File: config.mk
export PLATFORM = sky130hd
export DESIGN_NAME = serial_attribute_video_line
export DESIGN_NICKNAME = d
export VERILOG_FILES = /design/src/design/savl_pkg.sv /design/src/design/savl_core.sv /design/src/design/savl_emit.sv /design/src/design/serial_attribute_video_line.sv
export SDC_FILE = /design/constraint.sdc
export NUM_CORES = 1
export LEC_CHECK = 0
export BUFFER_PORTS_ARGS = -buffer_cell sky130_fd_sc_hd__buf_4
export CAP_MARGIN = 20
export CORE_MARGIN = 1.5
export CORE_UTILIZATION = 60
export CTS_BUF_LIST = sky130_fd_sc_hd__clkbuf_4 sky130_fd_sc_hd__clkbuf_8 sky130_fd_sc_hd__clkbuf_16
export CTS_CLUSTER_DIAMETER = 30
export DETAILED_ROUTE_END_ITERATION = 8
export GPL_TIMING_DRIVEN = 0
export PLACE_DENSITY = 0.79
export SYNTH_ARGS = -nofsm -noshare
export SYNTH_HDL_FRONTEND = slang
export SYNTH_SLANG_ARGS = --single-unit
File: constraint.sdc
create_clock -name clk -period 9.75 [get_ports clk]
set_input_delay 0.4875 -clock clk [delete_from_list [all_inputs] [get_ports clk]]
set_output_delay 0.4875 -clock clk [all_outputs]
set_load 0.1 [all_outputs]
File: src/design/savl_pkg.sv
`default_nettype none

package savl_pkg;

    localparam int CELLS_PER_LINE = 40;
    localparam int COL_W          = 6;
    localparam int LINE_W         = 8;
    localparam int ADDR_W         = 16;
    localparam int COLOR_W        = 3;
    localparam int PIX_W          = 6;
    localparam int SLOT_W         = 3;

    localparam logic [ADDR_W-1:0] HIRES_BASE    = 16'hA000;
    localparam logic [ADDR_W-1:0] TEXT_BASE     = 16'hBB80;
    localparam logic [ADDR_W-1:0] HIRES_CHARSET = 16'h9800;
    localparam logic [ADDR_W-1:0] TEXT_CHARSET  = 16'hB400;
    localparam logic [ADDR_W-1:0] ALT_SET_OFS   = 16'(128 * 8);
    localparam logic [LINE_W-1:0] HIRES_LINES   = 8'd200;

    localparam logic [COLOR_W-1:0] INK_START   = 3'd7;
    localparam logic [COLOR_W-1:0] PAPER_START = 3'd0;

    // slot of the last pixel of a cell and of the trailing read request
    localparam logic [SLOT_W-1:0] SLOT_LAST_PIX = 3'd5;
    localparam logic [SLOT_W-1:0] SLOT_REQ      = 3'd6;

    localparam logic FUNC_START = 1'b0;
    localparam logic FUNC_DATA  = 1'b1;
    localparam logic KIND_REQ   = 1'b0;
    localparam logic KIND_PIXEL = 1'b1;

    typedef enum logic [1:0] {
        PH_IDLE   = 2'd0,
        PH_SCREEN = 2'd1,
        PH_GLYPH  = 2'd2
    } phase_t;

    typedef enum logic [1:0] {
        ATTR_INK   = 2'b00,
        ATTR_TEXT  = 2'b01,
        ATTR_PAPER = 2'b10,
        ATTR_MODE  = 2'b11
    } attr_t;

    typedef enum logic {
        BATCH_REQ  = 1'b0,
        BATCH_CELL = 1'b1
    } batch_t;

    // one accepted word's worth of results
    typedef struct packed {
        batch_t               batch;
        logic [ADDR_W-1:0]    address;
        logic [PIX_W-1:0]     bits;
        logic [COLOR_W-1:0]   ink;
        logic [COLOR_W-1:0]   paper;
        logic                 inv;
        logic                 last_cell;
    } batch_desc_t;

endpackage

`default_nettype wire

File: src/design/savl_core.sv
`default_nettype none

module savl_core
(
    input  wire logic                          clk,
    input  wire logic                          rst_n,
    input  wire logic                          accept,
    input  wire logic                          func,
    input  wire logic [savl_pkg::LINE_W-1:0]   line,
    input  wire logic [7:0]                    read_data,
    output logic                               load,
    output savl_pkg::batch_desc_t              desc
);

    savl_pkg::phase_t                  phase_reg, phase_next;
    logic [2:0]                        video_mode_reg, video_mode_next;
    logic [2:0]                        text_mode_reg, text_mode_next;
    logic [savl_pkg::COLOR_W-1:0]      ink_reg, ink_next;
    logic [savl_pkg::COLOR_W-1:0]      paper_reg, paper_next;
    logic [savl_pkg::COL_W-1:0]        column_reg, column_next;
    logic [savl_pkg::ADDR_W-1:0]       row_base_reg, row_base_next;
    logic [savl_pkg::LINE_W-1:0]       line_reg, line_next;
    logic                              cell_inv_reg, cell_inv_next;

    logic                              hires;
    logic [savl_pkg::COL_W:0]          col_inc;
    logic                              last_cell;
    logic                              is_cell;
    logic [savl_pkg::PIX_W-1:0]        cell_bits;
    logic                              cell_inv;
    logic [savl_pkg::ADDR_W-1:0]       glyph_addr;

    function automatic logic [savl_pkg::ADDR_W-1:0] row_base_f(
        input logic                        hires_mode,
        input logic [savl_pkg::LINE_W-1:0] ln
    );
        logic [savl_pkg::ADDR_W-1:0] stride;
        stride = savl_pkg::ADDR_W'(savl_pkg::CELLS_PER_LINE);
        if (hires_mode && (ln < savl_pkg::HIRES_LINES))
            return savl_pkg::HIRES_BASE + savl_pkg::ADDR_W'(ln) * stride;
        else
            return savl_pkg::TEXT_BASE + savl_pkg::ADDR_W'(ln >> 3) * stride;
    endfunction

    always_ff @(posedge clk or negedge rst_n)
    begin
        if (!rst_n)
        begin
            phase_reg      <= savl_pkg::PH_IDLE;
            video_mode_reg <= '0;
            text_mode_reg  <= '0;
            ink_reg        <= savl_pkg::INK_START;
            paper_reg      <= savl_pkg::PAPER_START;
            column_reg     <= '0;
            row_base_reg   <= '0;
            line_reg       <= '0;
            cell_inv_reg   <= 1'b0;
        end
        else
        begin
            phase_reg      <= phase_next;
            video_mode_reg <= video_mode_next;
            text_mode_reg  <= text_mode_next;
            ink_reg        <= ink_next;
            paper_reg      <= paper_next;
            column_reg     <= column_next;
            row_base_reg   <= row_base_next;
            line_reg       <= line_next;
            cell_inv_reg   <= cell_inv_next;
        end
    end

    assign hires     = video_mode_reg[2] && (line_reg < savl_pkg::HIRES_LINES);
    assign col_inc   = {1'b0, column_reg} + 7'd1;
    assign last_cell = col_inc >= 7'(savl_pkg::CELLS_PER_LINE);

    always_comb
    begin
        glyph_addr = video_mode_reg[2] ? savl_pkg::HIRES_CHARSET : savl_pkg::TEXT_CHARSET;
        if (text_mode_reg[0])
            glyph_addr = glyph_addr + savl_pkg::ALT_SET_OFS;
        glyph_addr = glyph_addr + {6'd0, read_data[6:0], 3'd0} + {13'd0, line_reg[2:0]};
    end

    always_comb
    begin
        phase_next      = phase_reg;
        video_mode_next = video_mode_reg;
        text_mode_next  = text_mode_reg;
        ink_next        = ink_reg;
        paper_next      = paper_reg;
        column_next     = column_reg;
        row_base_next   = row_base_reg;
        line_next       = line_reg;
        cell_inv_next   = cell_inv_reg;
        load            = 1'b0;
        is_cell         = 1'b0;
        cell_bits       = '0;
        cell_inv        = 1'b0;
        desc            = '0;
        desc.batch      = savl_pkg::BATCH_REQ;

        if (accept)
        begin
            if (func == savl_pkg::FUNC_START)
            begin
                line_next      = line;
                ink_next       = savl_pkg::INK_START;
                paper_next     = savl_pkg::PAPER_START;
                text_mode_next = '0;
                column_next    = '0;
                row_base_next  = row_base_f(video_mode_reg[2], line);
                desc.address   = row_base_next;
                load           = 1'b1;
                phase_next     = savl_pkg::PH_SCREEN;
            end
            else
            begin
                case (phase_reg)
                    savl_pkg::PH_SCREEN:
                    begin
                        cell_inv = read_data[7];
                        if (read_data[6:5] == 2'b00)
                        begin
                            // attribute cell: six paper pixels
                            is_cell = 1'b1;
                            case (savl_pkg::attr_t'(read_data[4:3]))
                                savl_pkg::ATTR_INK:   ink_next       = read_data[2:0];
                                savl_pkg::ATTR_TEXT:  text_mode_next = read_data[2:0];
                                savl_pkg::ATTR_PAPER: paper_next     = read_data[2:0];
                                savl_pkg::ATTR_MODE:
                                begin
                                    video_mode_next = read_data[2:0];
                                    row_base_next   = row_base_f(read_data[2], line_reg);
                                end
                                default: ;
                            endcase
                        end
                        else if (hires)
                        begin
                            is_cell   = 1'b1;
                            cell_bits = read_data[5:0];
                        end
                        else
                        begin
                            cell_inv_next = read_data[7];
                            desc.address  = glyph_addr;
                            load          = 1'b1;
                            phase_next    = savl_pkg::PH_GLYPH;
                        end
                    end
                    savl_pkg::PH_GLYPH:
                    begin
                        is_cell   = 1'b1;
                        cell_bits = read_data[5:0];
                        cell_inv  = cell_inv_reg;
                    end
                    default: ;
                endcase
            end
        end

        if (is_cell)
        begin
            load           = 1'b1;
            desc.batch     = savl_pkg::BATCH_CELL;
            desc.bits      = cell_bits;
            desc.ink       = ink_next;
            desc.paper     = paper_next;
            desc.inv       = cell_inv;
            desc.last_cell = last_cell;
            desc.address   = row_base_next + savl_pkg::ADDR_W'(col_inc);
            if (last_cell)
            begin
                column_next = '0;
                phase_next  = savl_pkg::PH_IDLE;
            end
            else
            begin
                column_next = col_inc[savl_pkg::COL_W-1:0];
                phase_next  = savl_pkg::PH_SCREEN;
            end
        end
    end

endmodule

`default_nettype wire

File: src/design/savl_emit.sv
`default_nettype none

module savl_emit
(
    input  wire logic                          clk,
    input  wire logic                          rst_n,
    input  wire logic                          load,
    input  wire savl_pkg::batch_desc_t         desc,
    output logic                               free,
    output logic                               m_tvalid,
    input  wire logic                          m_tready,
    output logic [23:0]                        m_tdata,
    output logic                               m_tuser,
    output logic                               m_tlast
);

    logic                              desc_valid_reg, desc_valid_next;
    savl_pkg::batch_desc_t             desc_reg, desc_next;
    logic [savl_pkg::SLOT_W-1:0]       slot_reg, slot_next;

    logic                              is_req;
    logic                              last_now;
    logic                              take;
    logic                              done;
    logic                              eol;
    logic [savl_pkg::COLOR_W-1:0]      color;

    always_ff @(posedge clk or negedge rst_n)
    begin
        if (!rst_n)
        begin
            desc_valid_reg <= 1'b0;
            slot_reg       <= '0;
        end
        else
        begin
            desc_valid_reg <= desc_valid_next;
            slot_reg       <= slot_next;
        end
    end

    always_ff @(posedge clk)
    begin
        desc_reg <= desc_next;
    end

    assign is_req   = (desc_reg.batch == savl_pkg::BATCH_REQ) || (slot_reg == savl_pkg::SLOT_REQ);
    assign eol      = desc_reg.last_cell && (slot_reg == savl_pkg::SLOT_LAST_PIX) && !is_req;
    assign last_now = is_req || eol;
    assign take     = desc_valid_reg && m_tready;
    assign done     = take && last_now;
    assign free     = !desc_valid_reg || done;

    always_comb
    begin
        desc_valid_next = desc_valid_reg;
        desc_next       = desc_reg;
        slot_next       = slot_reg;
        if (load)
        begin
            desc_valid_next = 1'b1;
            desc_next       = desc;
            slot_next       = '0;
        end
        else if (done)
        begin
            desc_valid_next = 1'b0;
            slot_next       = '0;
        end
        else if (take)
        begin
            slot_next = slot_reg + 3'd1;
        end
    end

    // pixels go out msb first
    assign color = desc_reg.bits[savl_pkg::SLOT_LAST_PIX - slot_reg] ? desc_reg.ink
                                                                     : desc_reg.paper;

    always_comb
    begin
        m_tvalid = desc_valid_reg;
        m_tlast  = last_now;
        m_tdata  = '0;
        if (is_req)
        begin
            m_tuser       = savl_pkg::KIND_REQ;
            m_tdata[15:0] = desc_reg.address;
        end
        else
        begin
            m_tuser        = savl_pkg::KIND_PIXEL;
            m_tdata[18:16] = color;
            m_tdata[19]    = desc_reg.inv;
            m_tdata[20]    = eol;
        end
    end

endmodule

`default_nettype wire

File: src/design/serial_attribute_video_line.sv
// Serial attribute text / hires video line generator.
//
// Slave channel: tuser = func (0 start line, 1 read data back), tdata carries
// the line number (start) or the byte read at the last requested address.
// Master channel: tuser = kind (0 read request, 1 pixel), tdata carries the
// address of a request, or the color index, inverse flag and end-of-line
// flag of a pixel; tlast marks the last result of each input word.
// A start word gives one request; a screen byte gives either one glyph
// request or a cell, and a glyph byte gives a cell; a cell is six pixels
// followed by the next screen request (seven words, six on the last cell).
// Latency: the first result of a word is shown the cycle after it is taken.
// Throughput: one result word per cycle while the receiver is ready; a new
// input word is taken in the same cycle that the last result of the previous
// one is taken, since the single result descriptor register serializes a
// word's results.
// Reset: ink 7, paper 0, all modes cleared, idle and nothing pending.
// While the receiver stalls the current result holds and no input is taken.
`default_nettype none

module serial_attribute_video_line
(
    input  wire logic        clk,
    input  wire logic        rst_n,
    input  wire logic        s_tvalid,
    output logic             s_tready,
    input  wire logic [15:0] s_tdata,   // [7:0] line, [15:8] read_data
    input  wire logic        s_tuser,   // [0] func
    output logic             m_tvalid,
    input  wire logic        m_tready,
    output logic [23:0]      m_tdata,   // [15:0] address, [18:16] color_index,
                                        // [19] inverse, [20] end_of_line
    output logic             m_tuser,   // [0] kind
    output logic             m_tlast
);

    logic                   accept;
    logic                   load;
    logic                   free;
    savl_pkg::batch_desc_t  desc;

    assign s_tready = free;
    assign accept   = s_tvalid && free;

    savl_core u_core
    (
        .clk       (clk),
        .rst_n     (rst_n),
        .accept    (accept),
        .func      (s_tuser),
        .line      (s_tdata[7:0]),
        .read_data (s_tdata[15:8]),
        .load      (load),
        .desc      (desc)
    );

    savl_emit u_emit
    (
        .clk      (clk),
        .rst_n    (rst_n),
        .load     (load),
        .desc     (desc),
        .free     (free),
        .m_tvalid (m_tvalid),
        .m_tready (m_tready),
        .m_tdata  (m_tdata),
        .m_tuser  (m_tuser),
        .m_tlast  (m_tlast)
    );

endmodule

`default_nettype wire

==> results.cfg, run 1 <==
[worst_setup_path]
crit_type = reg2reg
r2r_slack_ns = 4.83
crit_path_start = u_core.phase_reg[0]
crit_buf_inv = 2
cp.depth = 16
cp_top_family = compound AO/OA/AOI/OAI gates
reg2reg_from = u_core.phase_reg[0]
endpoint = u_emit.desc_reg[27]
critPathSlowestCell = a2111oi_0
r2r_cells = 16
cp_cell_sequence = ha_1 > buf_2 > and2_1 > and3_1 > buf_2 > o21ai_1 > and2_1 > ha_1 > a21o_1 > a21oi_1 > o21bai_1 > a2111oi_0 > or4_4 > nand3b_1 > xor2_1 > a211oi_2
startpoint_type = register
path_max_fanout = 10
critPathArrivalTime_ns = 5.00
cp_slowest_stage_delay_ns = 0.73
critPathRequiredTime_ns = 9.84
cp-end-kind = register
r2r_end = u_emit.desc_reg[27]

[finish]
syn2layout_area_growth_pct = 11.6
nets = 718
n_fill_cell = 702
largest_register_ffs = 31
diodes = 0
drive_gt1_share_pct = 14.6
stdcell_count = 764

[synthesis]
synth_area_um2 = 5540
yosysTopAreaCell = dfrtp_1
synth_top_area_share_pct = 19.0
yosysWarningCount = 0
synth_area_leaders = dfrtp_1 19%, edfxtp_1 17%, ha_1 9.3%
yosysSeqAreaShare_pct = 37.2
synthArstFlopShare_pct = 59.2
synth_edf_count = 31
syn_area_per_cell_um2 = 9.31
syn_inst = 595
synthTopCellsByCount = 79 x nand2_1, 42 x dfrtp_1, 41 x ha_1, 41 x nor2_1, 36 x and2_1
netlist-cell-type-count = 79
synth-seq-cells = 76
synthFlopType = dfrtp_1
synth_most_common_cell = nand2_1

[clock_network]
insertion_delay_ns = 0.36
cts.clk_slew.worst_paths_ns = 0.09
cts.sink_count = 76
cts_resized = 0
cts_tree = built
cts_root_buf = clkbuf_8
post-cts-setup-buffers = 0
cts-buffers-inserted = 9
hold_buffers = 0
htree_levels = 3
cts.path.max_buffers = 2

[route]
via_per_inst = 6.31
ant_nets = 0
totalWireLength_mm = 14.1
vias = 4819
drc = 0
routedWlPerCell_um = 18.4
dr.pass1.iters = 5
drtIter0Drc = 397
wl_met3_um = 827
met1_length_mm = 6.03
top_layer_used = met4
met2_length_mm = 6.75

[sta]
hold_viol_final = 0
clock_skew_ns = 0.0117
max_slew.worst_pin.slew_ns = 0.914
max_slew_margin_pct = 38.7
finalSetupViolations = 0
fin_crit_ns = 4.92
tns_ns = 0
fmax_mhz = 203
finalCritPeriodShare_pct = 50.4
rsz0062_at_grt = no
slew_violations = 0

[placed_design]
gp_congestion = 0.927
dp_hpwl_mm = 10.6
io_buffers = 43
dp.cells = 748

[power]
leakage_nw = 2.71
power_mw = 1.76
p_per_area_nw_per_um2 = 285
peakVddDrop_uv = 126

[global_routing]
grt_pass1_vias = 4699
antenna_found_initial = 0
grt_overflow = 0
grt_pass1_wl_mm = 23.0
gr-usage-all-layers_pct = 30.0
grt_max_degree = 46

[floorplanning]
io_pins = 49
die_w_um = 99.1
die-area_um2 = 9810
core_um2 = 8850
initial_core_util_pct = 62.6
die_h_um = 99.1
placementRows = 34

[run_status]
outcome = complete, no violations

[min_path]
hold_path_class = in2async

[job]
drv_cap = 0
==> layer usage <==
metal  global-route usage [%]  vias up
met1                     38.9     2334
li1                         -     2265
met4                     11.9        0
met2                     50.5      182
met5                        0        -
met3                     4.96       38
==> kinds of logic after synthesis <==
family	share of synthesized area (%)
XOR/XNOR	5.58
buffers and inverters	4.81
multiplexers	2.15
AND/OR/NAND/NOR	20.5
adder cells (fa/ha/maj)	11.1
AO/OA/AOI/OAI	18.6
other	0.0677
flip-flops	37.2
==> where the power goes <==
part | switching, mW | internal (mW)
Sequential | 0.0683 | 0.455
Clock | 0.123 | 0.0988
Combinational | 0.670 | 0.346
Total | 0.861 | 0.900
==> metrics by stage <==
stage | hold slack (ns) | setup slack, ns | area [µm²] | util, %
2_1_floorplan | 0.192 | 5.48 | 5540 | -
3_3_place_gp | 0.472 | 5.04 | 6000 | 67.8
3_5_place_dp | 0.481 | 4.97 | 6000 | 67.8
4_1_cts | 0.161 | 4.93 | 6180 | 69.8
5_1_grt | 0.186 | 4.61 | 6180 | 69.8
6_report | 0.146 | 4.83 | 6180 | 69.8
==> cells in the final DEF (no fill, tap or decap), types with 4 or more instances in the layout <==
| cell type | count |
|---|---|
| xor2_1 | 12 |
| inv_1 | 28 |
| mux2i_1 | 7 |
| buf_4 | 47 |
| and3_1 | 9 |
| edfxtp_1 | 31 |
| buf_2 | 6 |
| a211oi_1 | 8 |
| a31oi_1 | 6 |
| nand3_1 | 22 |
| or3_1 | 5 |
| a21oi_1 | 28 |
| and2_1 | 36 |
| a22o_1 | 8 |
| o22ai_1 | 9 |
| nor2b_1 | 8 |
| clkbuf_1 | 19 |
| xnor2_1 | 18 |
| o21ai_1 | 6 |
| or2_2 | 4 |
| nor2_1 | 41 |
| o21ai_0 | 24 |
| dfrtp_1 | 42 |
| fa_1 | 5 |
| o31ai_1 | 8 |
| nand2_1 | 79 |
| clkbuf_8 | 10 |
| nor3_1 | 7 |
| ha_1 | 41 |
==> final cells by class <==
class | instances | area, µm² | share of cell area [%]
inverters | 29 | 109 | 1.76
multi-input cells | 460 | 3220 | 52.1
repair buffers | 43 | 323 | 5.22
plain buffers | 32 | 158 | 2.55
flip-flops and latches | 76 | 2060 | 33.3
well taps | 108 | 135 | 2.19
clock inverters | 6 | 40.0 | 0.648
clock buffers | 10 | 138 | 2.23
==> worst min-delay path by stage <==
stage	to	cells after the start	startpoint
5_1_grt	u_core.paper_reg[1]	1	rst_n
2_1_floorplan	u_core.cell_inv_reg	0	rst_n
3_3_place_gp	u_core.row_base_reg[15]	1	u_core.row_base_reg[15]
4_1_cts	u_core.paper_reg[1]	1	rst_n
3_5_place_dp	u_core.row_base_reg[0]	1	u_core.row_base_reg[0]
6_report	u_core.paper_reg[1]	1	rst_n
(Power assumes the default switching activity.)
==> run 2: changes to the inputs <==
Settings changed: CORE_UTILIZATION 60 to 55, PLACE_DENSITY 0.79 to 0.76.
Clock period 9.75 ns to 4.1 ns, I/O delays scaled along.
==> run 2 against run 1 <==
Maximum frequency rose by 21%. Core utilization decreased by 3.2 points. Worst hold slack got worse by 0.091 ns. Sequential share of layout area decreased by 1.7 points. Critical path type unchanged. Critical endpoint is now u_emit.desc_reg[29]. Largest power group unchanged.
==> results.cfg, run 2 (same netlist as run 1, synthesis figures left out) <==
[run_status]
outcome = complete, no violations

[worst_setup_path]
crit_path_start = u_emit.slot_reg[0]
path_max_fanout = 10
r2r_cells = 15
cp_slowest_stage_delay_ns = 0.55
crit_type = reg2reg
critPathSlowestCell = or4_4
reg2reg_from = u_emit.slot_reg[0]
critPathRequiredTime_ns = 4.23
r2r_slack_ns = 0.03
r2r_end = u_emit.desc_reg[29]
crit_top_cell = buf_6
critPathArrivalTime_ns = 4.20
cp-end-kind = register
cp_cell_sequence = buf_6 > inv_1 > ha_1 > and2_2 > o311a_4 > buf_6 > buf_4 > a221oi_2 > ha_2 > or2_2 > a21oi_1 > or4_4 > nand4b_1 > xnor2_1 > o21a_1
startpoint_type = register

[finish]
syn2layout_area_growth_pct = 17.7
layout_common_cells = 79 x nand2_1, 53 x buf_4, 41 x dfrtp_1, 37 x nor2_1, 37 x ha_1
final_common_cell = nand2_1
fin_util_pct = 66.7
nets = 725
n_fill_cell = 803
drive_gt1_share_pct = 19.6
largest_register_ffs = 31
fin_area_um2 = 6520
diodes = 0

[floorplanning]
die-area_um2 = 10700
placementRows = 36
initial_core_util_pct = 56.6
die_w_um = 103
io_pins = 49
die_h_um = 103
core_um2 = 9770

[route]
routedWlPerCell_um = 18.4
via_per_inst = 6.16
ant_nets = 0
drc = 0
vias = 4905
dr.pass1.iters = 6
totalWireLength_mm = 14.6
drtIter0Drc = 443

[sta]
clock_skew_ns = 0.0156
max_slew_margin_pct = 39.8
slew_violations = 0
hold_viol_final = 0
tns_ns = 0
finalSetupViolations = 0
fmax_mhz = 246
fin_crit_ns = 4.07
max_slew.worst_pin.slew_ns = 0.896
finalCritPeriodShare_pct = 99.2
fin_ws_ns = 0.0346

[min_path]
worstHoldEndpoint = u_core.line_reg[2]
hold_depth = 3
hold_path_class = in2reg
worstHoldStart = s_tdata[2]

[clock_network]
cts.sink_count = 76
cts_tree = built
cts.path.max_buffers = 2
cts_root_buf = clkbuf_8
cts-buffers-inserted = 9
htree_levels = 3
insertion_delay_ns = 0.37
cts.clk_slew.worst_paths_ns = 0.10

[power]
leakage_nw = 2.80
peakVddDrop_uv = 364
power_mw = 4.45
p_per_area_nw_per_um2 = 683

[global_routing]
grt_overflow = 0
antenna_found_initial = 0
gr-usage-all-layers_pct = 27.9
grt_pass1_vias = 4630
grt_pass1_wl_mm = 22.5
grt_max_degree = 46

[placed_design]
gp_congestion = 0.902
dp_hpwl_mm = 10.6
dp_slack_ns = -0.622
io_buffers = 43
place_area_um2 = 6030

[job]
drv_cap = 0
==> run 2: critical path: cells and delay by family (launching register included) <==
kind	cells	cell delay (ns)
xor+xnor	1	0.20
buf+inv	4	0.54
flops	1	0.38
simple gates	4	1.20
compound gates	4	1.01
fa+ha+maj	2	0.49
==> run 2: routing by layer <==
| metal | up-vias | wire [µm] | global-route usage, % |
|---|---|---|---|
| met1 | 2366 | 6170 | 35.9 |
| met5 | - | 0 | 0 |
| li1 | 2265 | - | - |
| met2 | 236 | 7120 | 47.6 |
| met4 | 0 | 345 | 9.98 |
| met3 | 38 | 1010 | 4.57 |
==> run 2: worst max-delay path by stage <==
stage | slack [ns] | to | depth (start not counted)
after floorplan | 0.16 | u_emit.desc_reg[27] | 14
after global routing | -0.05 | u_emit.desc_reg[24] | 18
after global placement | -0.60 | u_emit.desc_reg[29] | 16
final | 0.03 | u_emit.desc_reg[29] | 15
after detailed placement | -0.62 | u_emit.desc_reg[29] | 16
after CTS | 0.05 | u_emit.desc_reg[29] | 17
==> run 2: where the power goes <==
| part | internal (mW) | total (mW) | switching, mW |
|---|---|---|---|
| registers | 1.08 | 1.26 | 0.175 |
| logic | 0.893 | 2.54 | 1.65 |
| clock network | 0.340 | 0.650 | 0.310 |
| total | 2.32 | 4.45 | 2.13 |
==> run 2: metrics by stage <==
stage          hold WS, ns  cells
3_3_place_gp         0.255    773
5_1_grt             0.0614    796
4_1_cts             0.0645    793
6_report            0.0550    796
2_1_floorplan      -0.0906    597
3_5_place_dp         0.276    773
==> run 2: timing repair <==
action / CTS / global route
buffers inserted: 3 / 3
endpoints found under the setup margin: 9 / 7
pin swaps: 2 / 9
gates resized for setup: 15 / 33
hold buffers: 1 / 0
hold endpoints to repair: 42 / 0
==> run 2: final cells by class <==
class | instances | area (µm²) | area share [%]
buffer | 32 | 178 | 2.73
clock buffer | 11 | 163 | 2.50
clock inverter | 5 | 63.8 | 0.979
inverter | 29 | 109 | 1.67
multi-input combinational | 460 | 3390 | 52.1
sequential | 76 | 2060 | 31.6
tap | 133 | 166 | 2.55
timing repair buffer | 50 | 382 | 5.86
